--- config.mk ---
export PLATFORM = sky130hd
export DESIGN_NAME = dual_stack_with_transfer
export DESIGN_NICKNAME = d
export VERILOG_FILES = /design/src/rtl/dstk_pkg.sv /design/src/rtl/dstk_stack.sv /design/src/rtl/dual_stack_with_transfer.sv
export VERILOG_INCLUDE_DIRS = /design/src /design/src/rtl
export SDC_FILE = /design/constraint.sdc
export NUM_CORES = 2
export LEC_CHECK = 0
export BUFFER_PORTS_ARGS = -buffer_cell sky130_fd_sc_hd__buf_2
export CAP_MARGIN = 5
export CORE_UTILIZATION = 62
export CTS_CLUSTER_DIAMETER = 100
export DETAILED_ROUTE_END_ITERATION = 6
export GPL_TIMING_DRIVEN = 0
export PLACE_DENSITY = 0.79
export SYNTH_ARGS = -nofsm -noshare
export SYNTH_HDL_FRONTEND = slang
export SYNTH_SLANG_ARGS = --single-unit
--- constraint.sdc ---
create_clock -name clk_i -period 14.5 [get_ports clk_i]
set_input_delay 1.45 -clock clk_i [delete_from_list [all_inputs] [get_ports clk_i]]
set_output_delay 1.45 -clock clk_i [all_outputs]
set_load 0.01 [all_outputs]
--- src/rtl/assert_macros.svh ---
// ----------------------------------------------------------------------------
// Assertion macros
// Shared concurrent assertion helpers for the dual stack RTL.
// ----------------------------------------------------------------------------
`ifndef ASSERT_MACROS_SVH
`define ASSERT_MACROS_SVH

`ifndef SYNTH

// Property that must hold at every clock edge outside reset.
`define DSTK_ASSERT(lbl, clk, rst_n, prop) \
  lbl: assert property (@(posedge clk) disable iff (!rst_n) (prop)) \
    else $error("dual stack assertion failed");

// Implication checked in the cycle after the antecedent holds.
`define DSTK_ASSERT_NEXT(lbl, clk, rst_n, ante, cons) \
  lbl: assert property (@(posedge clk) disable iff (!rst_n) (ante) |=> (cons)) \
    else $error("dual stack assertion failed");

`else

`define DSTK_ASSERT(lbl, clk, rst_n, prop)
`define DSTK_ASSERT_NEXT(lbl, clk, rst_n, ante, cons)

`endif

`endif

--- src/rtl/dstk_pkg.sv ---
// ----------------------------------------------------------------------------
// Dual stack package
// Sizes, command and status codes, and the view type of one stack.
// ----------------------------------------------------------------------------
`default_nettype none

package dstk_pkg;

  // Number of entries each stack can hold.
  localparam int unsigned STACK_DEPTH = 16;
  localparam int unsigned CNT_W       = $clog2(STACK_DEPTH + 1);

  // Field widths of the stream items.
  localparam int unsigned VALUE_W  = 32;
  localparam int unsigned DEPTH_W  = 5;
  localparam int unsigned CMD_W    = 2;
  localparam int unsigned STATUS_W = 2;

  localparam int unsigned IN_RAW_W  = CMD_W + VALUE_W;
  localparam int unsigned IN_W      = ((IN_RAW_W + 7) / 8) * 8;
  localparam int unsigned OUT_RAW_W = STATUS_W + 2 * (VALUE_W + DEPTH_W);
  localparam int unsigned OUT_W     = ((OUT_RAW_W + 7) / 8) * 8;

  typedef enum logic [CMD_W-1:0] {
    CMD_PUSH        = 2'd0,
    CMD_POP         = 2'd1,
    CMD_MAIN_TO_AUX = 2'd2,
    CMD_AUX_TO_MAIN = 2'd3
  } cmd_e;

  typedef enum logic [STATUS_W-1:0] {
    ST_DONE  = 2'd0,
    ST_EMPTY = 2'd1,
    ST_FULL  = 2'd2
  } status_e;

  // Operation applied to one stack in a cycle; never both at once.
  typedef struct packed {
    logic push;
    logic pop;
  } dstk_op_t;

  // Current state of one stack as seen before the operation.
  typedef struct packed {
    logic [VALUE_W-1:0] top;
    logic [CNT_W-1:0]   count;
    logic               empty;
    logic               full;
  } dstk_view_t;

endpackage

`default_nettype wire

--- src/rtl/dstk_stack.sv ---
// ----------------------------------------------------------------------------
// Shift-register stack
// One bounded LIFO whose top always sits in entry zero.
// ----------------------------------------------------------------------------
`default_nettype none

module dstk_stack
  import dstk_pkg::*;
(
  input  wire logic               clk_i,
  input  wire logic               rst_ni,
  input  wire dstk_op_t           op_i,
  input  wire logic [VALUE_W-1:0] data_i,
  output dstk_view_t              cur_o,
  output logic [VALUE_W-1:0]      nxt_top_o,
  output logic [CNT_W-1:0]        nxt_count_o
);

  localparam int unsigned SecIdx = (STACK_DEPTH > 1) ? 1 : 0;

  logic [VALUE_W-1:0] ent_q [STACK_DEPTH];
  logic [VALUE_W-1:0] ent_d [STACK_DEPTH];
  logic [CNT_W-1:0]   cnt_q;
  logic [CNT_W-1:0]   cnt_d;

  // Push shifts every entry one place down, pop one place up.
  always_comb begin
    for (int i = 0; i < STACK_DEPTH; i++) begin
      ent_d[i] = ent_q[i];
      if (op_i.push) begin
        ent_d[i] = (i == 0) ? data_i : ent_q[(i == 0) ? 0 : i - 1];
      end else if (op_i.pop && (i < STACK_DEPTH - 1)) begin
        ent_d[i] = ent_q[(i < STACK_DEPTH - 1) ? i + 1 : i];
      end
    end
  end

  always_comb begin
    cnt_d     = cnt_q;
    nxt_top_o = (cnt_q != '0) ? ent_q[0] : '0;
    if (op_i.push) begin
      cnt_d     = cnt_q + CNT_W'(1);
      nxt_top_o = data_i;
    end else if (op_i.pop) begin
      cnt_d     = cnt_q - CNT_W'(1);
      nxt_top_o = (cnt_q > CNT_W'(1)) ? ent_q[SecIdx] : '0;
    end
  end

  always_ff @(posedge clk_i or negedge rst_ni) begin
    if (!rst_ni) begin
      cnt_q <= '0;
    end else begin
      cnt_q <= cnt_d;
    end
  end

  always_ff @(posedge clk_i) begin
    if (op_i.push || op_i.pop) begin
      ent_q <= ent_d;
    end
  end

  assign nxt_count_o = cnt_d;
  assign cur_o.top   = ent_q[0];
  assign cur_o.count = cnt_q;
  assign cur_o.empty = (cnt_q == '0);
  assign cur_o.full  = (cnt_q == CNT_W'(STACK_DEPTH));

endmodule

`default_nettype wire

--- src/rtl/dual_stack_with_transfer.sv ---
// ----------------------------------------------------------------------------
// Dual stack with transfer
// Main and auxiliary LIFO stacks with push, pop and moves between them.
// ----------------------------------------------------------------------------
//
//   Channel   Direction  Bus          Contents (lowest bits first)
//   s_axis    in         tdata[39:0]  cmd, push_value, zero pad
//   m_axis    out        tdata[79:0]  status, main_top, main_depth,
//                                     aux_top, aux_depth, zero pad
//
// Each request is executed in the cycle it is accepted, and its result
// appears in the output register on the next cycle. A new request can be
// accepted every cycle; the limit is the single update of the two
// shift-register stacks per clock. When the result register is full and
// the downstream stalls, s_axis_tready_o drops until the result leaves.
// Reset empties both stacks and the result register; stored entries are
// not cleared, since only entries below a count are ever shown.
// ----------------------------------------------------------------------------
`default_nettype none

`include "assert_macros.svh"

module dual_stack_with_transfer
  import dstk_pkg::*;
(
  input  wire logic             clk_i,
  input  wire logic             rst_ni,
  // Request channel.
  input  wire logic             s_axis_tvalid_i,
  output logic                  s_axis_tready_o,
  // [1:0] cmd, [33:2] push_value, [39:34] zero.
  input  wire logic [IN_W-1:0]  s_axis_tdata_i,
  // Result channel.
  output logic                  m_axis_tvalid_o,
  input  wire logic             m_axis_tready_i,
  // [1:0] status, [33:2] main_top, [38:34] main_depth,
  // [70:39] aux_top, [75:71] aux_depth, [79:76] zero.
  output logic [OUT_W-1:0]      m_axis_tdata_o
);

  // Request fields.
  cmd_e               in_cmd;
  logic [VALUE_W-1:0] in_value;
  logic               in_acc;

  assign in_cmd   = cmd_e'(s_axis_tdata_i[CMD_W-1:0]);
  assign in_value = s_axis_tdata_i[CMD_W +: VALUE_W];
  assign in_acc   = s_axis_tvalid_i && s_axis_tready_o;

  // Stack instances.
  dstk_op_t           main_op;
  dstk_op_t           aux_op;
  logic [VALUE_W-1:0] main_data;
  logic [VALUE_W-1:0] aux_data;
  dstk_view_t         main_cur;
  dstk_view_t         aux_cur;
  logic [VALUE_W-1:0] main_nxt_top;
  logic [VALUE_W-1:0] aux_nxt_top;
  logic [CNT_W-1:0]   main_nxt_cnt;
  logic [CNT_W-1:0]   aux_nxt_cnt;
  status_e            status;

  dstk_stack u_main (
    .clk_i       (clk_i),
    .rst_ni      (rst_ni),
    .op_i        (main_op),
    .data_i      (main_data),
    .cur_o       (main_cur),
    .nxt_top_o   (main_nxt_top),
    .nxt_count_o (main_nxt_cnt)
  );

  dstk_stack u_aux (
    .clk_i       (clk_i),
    .rst_ni      (rst_ni),
    .op_i        (aux_op),
    .data_i      (aux_data),
    .cur_o       (aux_cur),
    .nxt_top_o   (aux_nxt_top),
    .nxt_count_o (aux_nxt_cnt)
  );

  // Command decode. The source is checked for empty before the
  // destination is checked for full; a refused command leaves both
  // stacks untouched. Operations are only issued on an accepted request.
  always_comb begin
    main_op   = '0;
    aux_op    = '0;
    status    = ST_DONE;
    main_data = (in_cmd == CMD_PUSH) ? in_value : aux_cur.top;
    aux_data  = main_cur.top;
    case (in_cmd)
      CMD_PUSH: begin
        if (main_cur.full) begin
          status = ST_FULL;
        end else begin
          main_op.push = in_acc;
        end
      end
      CMD_POP: begin
        if (main_cur.empty) begin
          status = ST_EMPTY;
        end else begin
          main_op.pop = in_acc;
        end
      end
      CMD_MAIN_TO_AUX: begin
        if (main_cur.empty) begin
          status = ST_EMPTY;
        end else if (aux_cur.full) begin
          status = ST_FULL;
        end else begin
          main_op.pop = in_acc;
          aux_op.push = in_acc;
        end
      end
      CMD_AUX_TO_MAIN: begin
        if (aux_cur.empty) begin
          status = ST_EMPTY;
        end else if (main_cur.full) begin
          status = ST_FULL;
        end else begin
          aux_op.pop   = in_acc;
          main_op.push = in_acc;
        end
      end
      default: begin
        status = ST_DONE;
      end
    endcase
  end

  // Result register. It loads whenever a request is accepted, which is
  // allowed when it is empty or its current result leaves this cycle.
  logic                 out_vld_q;
  logic [OUT_RAW_W-1:0] out_q;
  logic [OUT_RAW_W-1:0] out_d;

  assign s_axis_tready_o = !out_vld_q || m_axis_tready_i;

  // The shown depth is the stack count in the depth field's width.
  assign out_d = {DEPTH_W'(aux_nxt_cnt), aux_nxt_top,
                  DEPTH_W'(main_nxt_cnt), main_nxt_top, status};

  always_ff @(posedge clk_i or negedge rst_ni) begin
    if (!rst_ni) begin
      out_vld_q <= 1'b0;
    end else if (in_acc) begin
      out_vld_q <= 1'b1;
    end else if (m_axis_tready_i) begin
      out_vld_q <= 1'b0;
    end
  end

  always_ff @(posedge clk_i) begin
    if (in_acc) begin
      out_q <= out_d;
    end
  end

  assign m_axis_tvalid_o = out_vld_q;
  assign m_axis_tdata_o  = {(OUT_W - OUT_RAW_W)'(0), out_q};

  // Checks on the stack bookkeeping.
  logic [CNT_W:0]     total_cnt;
  logic               is_move;
  logic               move_acc;
  logic               depth_ok;
  logic               pop_on_empty;
  logic [2*CNT_W-1:0] both_cnt;
  status_e            out_status;

  assign total_cnt    = {1'b0, main_cur.count} + {1'b0, aux_cur.count};
  assign is_move      = (in_cmd == CMD_MAIN_TO_AUX) || (in_cmd == CMD_AUX_TO_MAIN);
  assign move_acc     = in_acc && is_move;
  assign depth_ok     = (main_cur.count <= CNT_W'(STACK_DEPTH)) &&
                        (aux_cur.count <= CNT_W'(STACK_DEPTH));
  assign pop_on_empty = in_acc && (in_cmd == CMD_POP) && main_cur.empty;
  assign both_cnt     = {main_cur.count, aux_cur.count};
  assign out_status   = status_e'(out_q[STATUS_W-1:0]);

  `DSTK_ASSERT(a_depth_bound, clk_i, rst_ni, depth_ok)
  `DSTK_ASSERT_NEXT(a_move_keeps_total, clk_i, rst_ni, move_acc, total_cnt == $past(total_cnt))
  `DSTK_ASSERT_NEXT(a_idle_holds_counts, clk_i, rst_ni, !in_acc, $stable(both_cnt))
  `DSTK_ASSERT_NEXT(a_pop_empty_status, clk_i, rst_ni, pop_on_empty, out_status == ST_EMPTY)

endmodule

`default_nettype wire

== Word-level counts from Yosys, hierarchy flattened ==
Cells that the tools add are included.

* $add $sub $neg: 4
* Order comparisons: 2
* Equal/unequal tests: 5
* Mux-type cells: 90
* Reductions and logical operators: 17

{| class="wikitable"
|+ Operator list
! kind !! number
|-
| 2-to-1 mux 32 bit || 69
|-
| 2-to-1 mux 5 bit || 4
|-
| adder 5 x 1 -> 5 bit (second input constant) || 2
|-
| == test 5 bit (second input constant) || 2
|-
| greater-than comparator 5 x 1 -> 1 bit (second input constant) || 2
|-
| zero test 5 bit || 2
|-
| 2-to-1 mux 1 bit || 10
|-
| nonzero test 5 bit || 2
|-
| subtractor 5 x 1 -> 5 bit (second input constant) || 2
|-
| 2-to-1 mux 2 bit || 4
|-
| one-hot mux 2 bit (4 select lines) || 1
|-
| AND reduction 2 bit || 4
|-
| nonzero test 2 bit || 3
|-
| == test 2 bit (second input constant) || 2
|-
| one-hot mux 1 bit (2 select lines) || 2
|-
| logical OR 1 bit || 3
|-
| == test 2 x 1 -> 1 bit (second input constant) || 1
|-
| zero test 2 bit || 1
|-
| logical AND 1 bit || 1
|-
| zero test 1 bit || 1
|}

* Bits in registers: 1111
* Input port bits: 44
* Output and inout port bits: 82
* Logic and storage cells: 154

== Logic depth before layout (Yosys ltp) ==
* Depth in word-level cells: 8
* Depth in mapped cells: 11
* Gate-level depth less buffers: 8

== Hierarchy ==
A second synthesis with hierarchy kept.

* Cells, all modules: 2519
* Area total of the unflattened synthesis: 47543.1 µm²

{| class="wikitable"
|+ Modules (own cells, without submodules)
! module !! times used !! cells each !! area each (µm²) !! sequential area each (µm²)
|-
| dstk_stack || 2 || 1188 || 22238.8 || 15499.9
|-
| dual_stack_with_transfer || 1 || 143 || 3065.4 || 2307.2
|}

== Worst setup path after synthesis ==
Ideal clock, no wire load.

* Path kind: input to register
* Start point: in s_axis_tdata_i[0]
* End point: reg out_q[34], data pin
* Setup time: 725 ps
* Data arrival time: 13215 ps
* Data required time: 13775 ps
* Setup slack: 560 ps
* Stages on the path: 9
* Buffers on the path: 3
* Path through: inv_1 -> ha_1 -> clkbuf_1 -> a21oi_2 -> or3_1 -> buf_4 -> buf_2 -> nand2_1 -> xnor2_1

* Word-level cells in the longest chain between the ends: 4
* Elaborated cells on any way between the ends: 8
* Classes of those cells: 3 x eq/ne; 4 x mux; 1 x reduce/logical

{| class="wikitable"
|+ Ends and longest elaborated chain
! what !! RTL line !! source
|-
| start: declaration || dual_stack_with_transfer.sv:32 || <nowiki>input wire logic [IN_W-1:0] s_axis_tdata_i,</nowiki>
|-
| == test 2 bit or == test 2 x 1 -> 1 bit (tied branches) || dual_stack_with_transfer.sv:92 || <nowiki>case (in_cmd)</nowiki>
|-
| one-hot mux 1 bit (2 select lines) || dual_stack_with_transfer.sv:92 ||
|-
| 2-to-1 mux 5 bit || dstk_stack.sv:44 || <nowiki>end else if (op_i.pop) begin</nowiki>
|-
| 2-to-1 mux 5 bit (*) || dstk_stack.sv:41 || <nowiki>if (op_i.push) begin</nowiki>
|-
| via main_nxt_cnt[0] || dual_stack_with_transfer.sv:59 || <nowiki>logic [CNT_W-1:0] main_nxt_cnt;</nowiki>
|-
| end signal: assignment || dual_stack_with_transfer.sv:157 || <nowiki>out_q <= out_d;</nowiki>
|-
| end: declaration || dual_stack_with_transfer.sv:136 || <nowiki>logic [OUT_RAW_W-1:0] out_q;</nowiki>
|}

Mark *: on every way through the listed nets, which the timed path passes. The rest lies on a longest branch.
A chain may end at the register's enable or synchronous reset.

== Worst setup path after layout ==
* Start point: in s_axis_tdata_i[1]
* End point: reg u_main.ent_q[40] (netlist name), enable pin

* Word-level cells in the longest chain between the ends: 4
* Elaborated cells on any way between the ends: 9
* Classes of those cells: 3 x eq/ne; 2 x mux; 4 x reduce/logical

{| class="wikitable"
|+ Ends and longest elaborated chain
! what !! RTL line !! source
|-
| == test 2 bit (tied with other cells) || dual_stack_with_transfer.sv:92 ||
|-
| one-hot mux 1 bit (2 select lines) || dual_stack_with_transfer.sv:92 ||
|-
| nonzero test 2 bit (no source line) or logical OR 1 bit (tied branches) || - ||
|-
| AND reduction 2 bit (no source line) (*) || - ||
|-
| end signal: assignment || dstk_stack.sv:60 || <nowiki>ent_q <= ent_d;</nowiki>
|-
| end: declaration || dstk_stack.sv:21 || <nowiki>logic [VALUE_W-1:0] ent_q [STACK_DEPTH];</nowiki>
|}

Every way passes the cells marked *; elsewhere a longest branch is shown, timed or not.

==> results.md <==
- Max Fclk: approximately 0.21 GHz
- Met1 usage: 41.1%
- P&R area growth vs syn: 12.1%
- Cell mode on critical path: buf_16
- Number of global-route vias before repair: around 30000
- Pleak: between 0.02 and 0.025 µW
- Yosys top cell area share: 69.4%
- CORE AREA: approximately 0.076 mm²
- Worst vdd ir: 0.0957 mV
- CTS tree: built
- Cell taking the most area after synthesis: edfxtp_1
- DRT iter0 DRCs: 3637
- Final ANT Viol Nets: 0
- Crit path required time: ~15 ns
- Initial core utilization: a little over three fifths
- Min Tclk post-route: roughly 4.7 ns
- Status: finished clean
- Top cells by area, synth: edfxtp_1 69%, nand2_1 22%, buf_2 2.0%
- CTS Root Cell: clkbuf_16
- Setup crit start kind: input pin
- Post-synth EDFFs: between 1000 and 1500
- Post-CTS resize count: 0
- Unrepaired setup endpoints after global routing: no
- Port bufs: 115
- Post-synth cell types: between 40 and 50
- Multi-input logic area: about 0.013 mm²
- Antenna Cells: 0
- Yosys warns: 0
- Routed wire length: roughly 110000 µm
- Crit. End Element: register
- Layout Skew: approximately 0.015 ns
- Pin count of the biggest net entering global routing: around 140
- Register area: approximately 0.033 mm²
- Arrival @ worst endpoint: 5.02 ns
- Clock Path Buffers: 3
- Met3 Resource Use GR: ~3.5%
- Via count: 32300
- First-pass GRT wire length: ~170000 µm
- Post-Place Cell Area: 0.0498 mm²
- Drt via density: approximately 5.5
- Die height: approximately 280 µm
- Hold/Removal Path Class: reg2reg
- Slowest cell on the critical path: clkbuf_1
- Util after Layout: 70.2%
- Max-cap violations: 0
- Post-Syn Area: ~0.048 mm²
- Syn_area_per_cell: roughly 10 µm²
- Placement row count: just over 100
- Crit Path Max Fanout: 76
- Remaining DRCs: 0
- Io pins: around 130
- Initial antenna violation count: 0
- Fraction of layout cells with a size suffix above 1: a little over a tenth
- Max_slew headroom: a little under a quarter
- All-Layer GR Usage: 28.6%
- GP Congestion: 0.994
- Worst skew pair latency: about 0.66 ns
- Cells after Synth: 4541
- TritonCTS buffer count: 107
- Synthesized flop and latch total: ~1100
- Routed wire per std cell: approximately 19 µm
- Seq/Total Area, Yosys: around 70%
- Worst Tran Pin Value: between 1 and 1.5 ns
- Setup-violating endpoint count in the final report: 0
- # nets final: around 4800
- Top FF cell, synth: edfxtp_1
- Critical-path cell list: buf_2 -> inv_1 -> ha_1 -> clkbuf_1 -> a21oi_2 -> or3_1 -> buf_4 -> buf_2 -> nand2_4 -> buf_16 -> buf_16 -> buf_16 -> buf_16
- Fillers: 5289
- Post-synth top cells: 2821 x nand2_1, 1100 x edfxtp_1, 192 x buf_2, 67 x o21ai_0, 42 x clkbuf_1
- Crit share post-route: around a third
- Gr busiest metal: met2
- H-tree depth: 3
- CP max stage delay: 0.37 ns
- GR Overflow Total: 0
- Fin. max-slew vios: 0
- GR Util met2: 44.5%
- DIE AREA: about 0.078 mm²
- # Post-CTS Setup Buffers: 0
- Pwr Density: around 150 mW/mm²
- CTS clk-pin slew, worst paths: 0.06 ns
- Clk sinks: ~1100
- Ys async rst share: 0.990%
- DRT Pass-1 Iters: 6
- Top-count cell post-synth: nand2_1
- Fin area: between 0.05 and 0.06 mm²
- Dpl hpwl: 78000 µm
- Setup CP Type: in2reg
- Die Width: 279 µm
- Hold Buf Count CTS: 0
- Hold Fails Final Rpt: 0
[final cells by class]
type                            instances  share of cell area [%]
Inverter                               13                   0.110
Tap cell                             1030                    2.42
Clock inverter                         65                    1.29
Timing Repair Buffer                  126                    1.63
Sequential cell                      1111                    62.4
Multi-Input combinational cell       3163                    24.2
Clock buffer                          132                    5.37
Buffer                                257                    2.49
[worst max-delay path, delay by kind of cell]
| family | cells | cell delay [ns] |
|---|---|---|
| buffers and inverters | 9 | 2.44 |
| AO/OA/AOI/OAI | 1 | 0.11 |
| AND/OR/NAND/NOR | 2 | 0.64 |
| adder cells (fa/ha/maj) | 1 | 0.15 |
[through the flow]
stage / setup slack, ns / cells / total power (µW) / setup TNS (ns) / hold WS [ns]
4_1_cts: 9.92 / 5897 / 8020 / 0 / 0.444
6_report: 9.80 / 5897 / 8010 / 0 / 0.445
2_1_floorplan: 0.560 / 4544 / 4990 / 0 / 0.426
3_3_place_gp: -3.82 / 5689 / 5360 / -2697.10 / 0.428
5_1_grt: 9.72 / 5897 / 8290 / 0 / 0.450
3_5_place_dp: 9.24 / 5700 / 5220 / 0 / 0.432
[power breakdown]
| group | total (µW) | switching [µW] | leakage (µW) | internal, µW |
|---|---|---|---|---|
| registers | 4210 | 206 | 0.0103 | 4000 |
| logic | 976 | 666 | 0.0102 | 310 |
| clock network | 2820 | 1180 | 0.00175 | 1650 |
| total | 8010 | 2050 | 0.0223 | 5960 |
[routing by layer]
metal / vias to the layer above / part of all wire (%)
met5: - / 0
met3: 177 / 7.6
met2: 1363 / 46
li1: 15500 / -
met4: 0 / 4.0
met1: 15200 / 43
[layout by cell type, fill, tap and decap left out, types with 33 or more instances in the layout]
cell,Yosys,final
nand2_1,2821,2820
clkbuf_16,0,109
nor2_1,38,38
mux2i_1,33,33
clkbuf_1,42,60
o21ai_0,67,67
edfxtp_1,1100,1100
a31oi_1,36,36
buf_2,192,307
[kinds of logic after synthesis]
family	Yosys count	synth area share (%)
flip-flops	1111	70.0
multiplexers	33	0.694
AND/OR/NAND/NOR	2893	23.0
other	1	0.00788
XOR/XNOR	8	0.147
AO/OA/AOI/OAI	212	2.88
buffers and inverters	270	2.89
adder cells (fa/ha/maj)	13	0.342
[flip-flops by register name, indices dropped and copies added (netlist names)]
name             count
u_aux.cur_o         32
out_q               76
m_axis_tvalid_o      1
u_main.cnt_q         5
u_aux.ent_q        480
u_main.ent_q       480
u_aux.cnt_q          5
u_main.cur_o        32
[final timing paths]
path	startpoint	to	slack, ns	depth (start not counted)
setup / recovery	s_axis_tdata_i[1]	u_main.ent_q[40]	9.80	13
hold / removal	u_main.ent_q[58]	u_main.ent_q[26]	0.44	0
setup reg to reg	u_aux.cnt_q[0]	u_aux.ent_q[53]	10.05	11
hold reg to reg	u_main.ent_q[58]	u_main.ent_q[26]	0.44	0
max in group asynchronous	rst_ni	u_aux.cnt_q[0]	13.59	1
min in group asynchronous	rst_ni	u_main.cnt_q[0]	0.67	1
(Power assumes the default switching activity.)
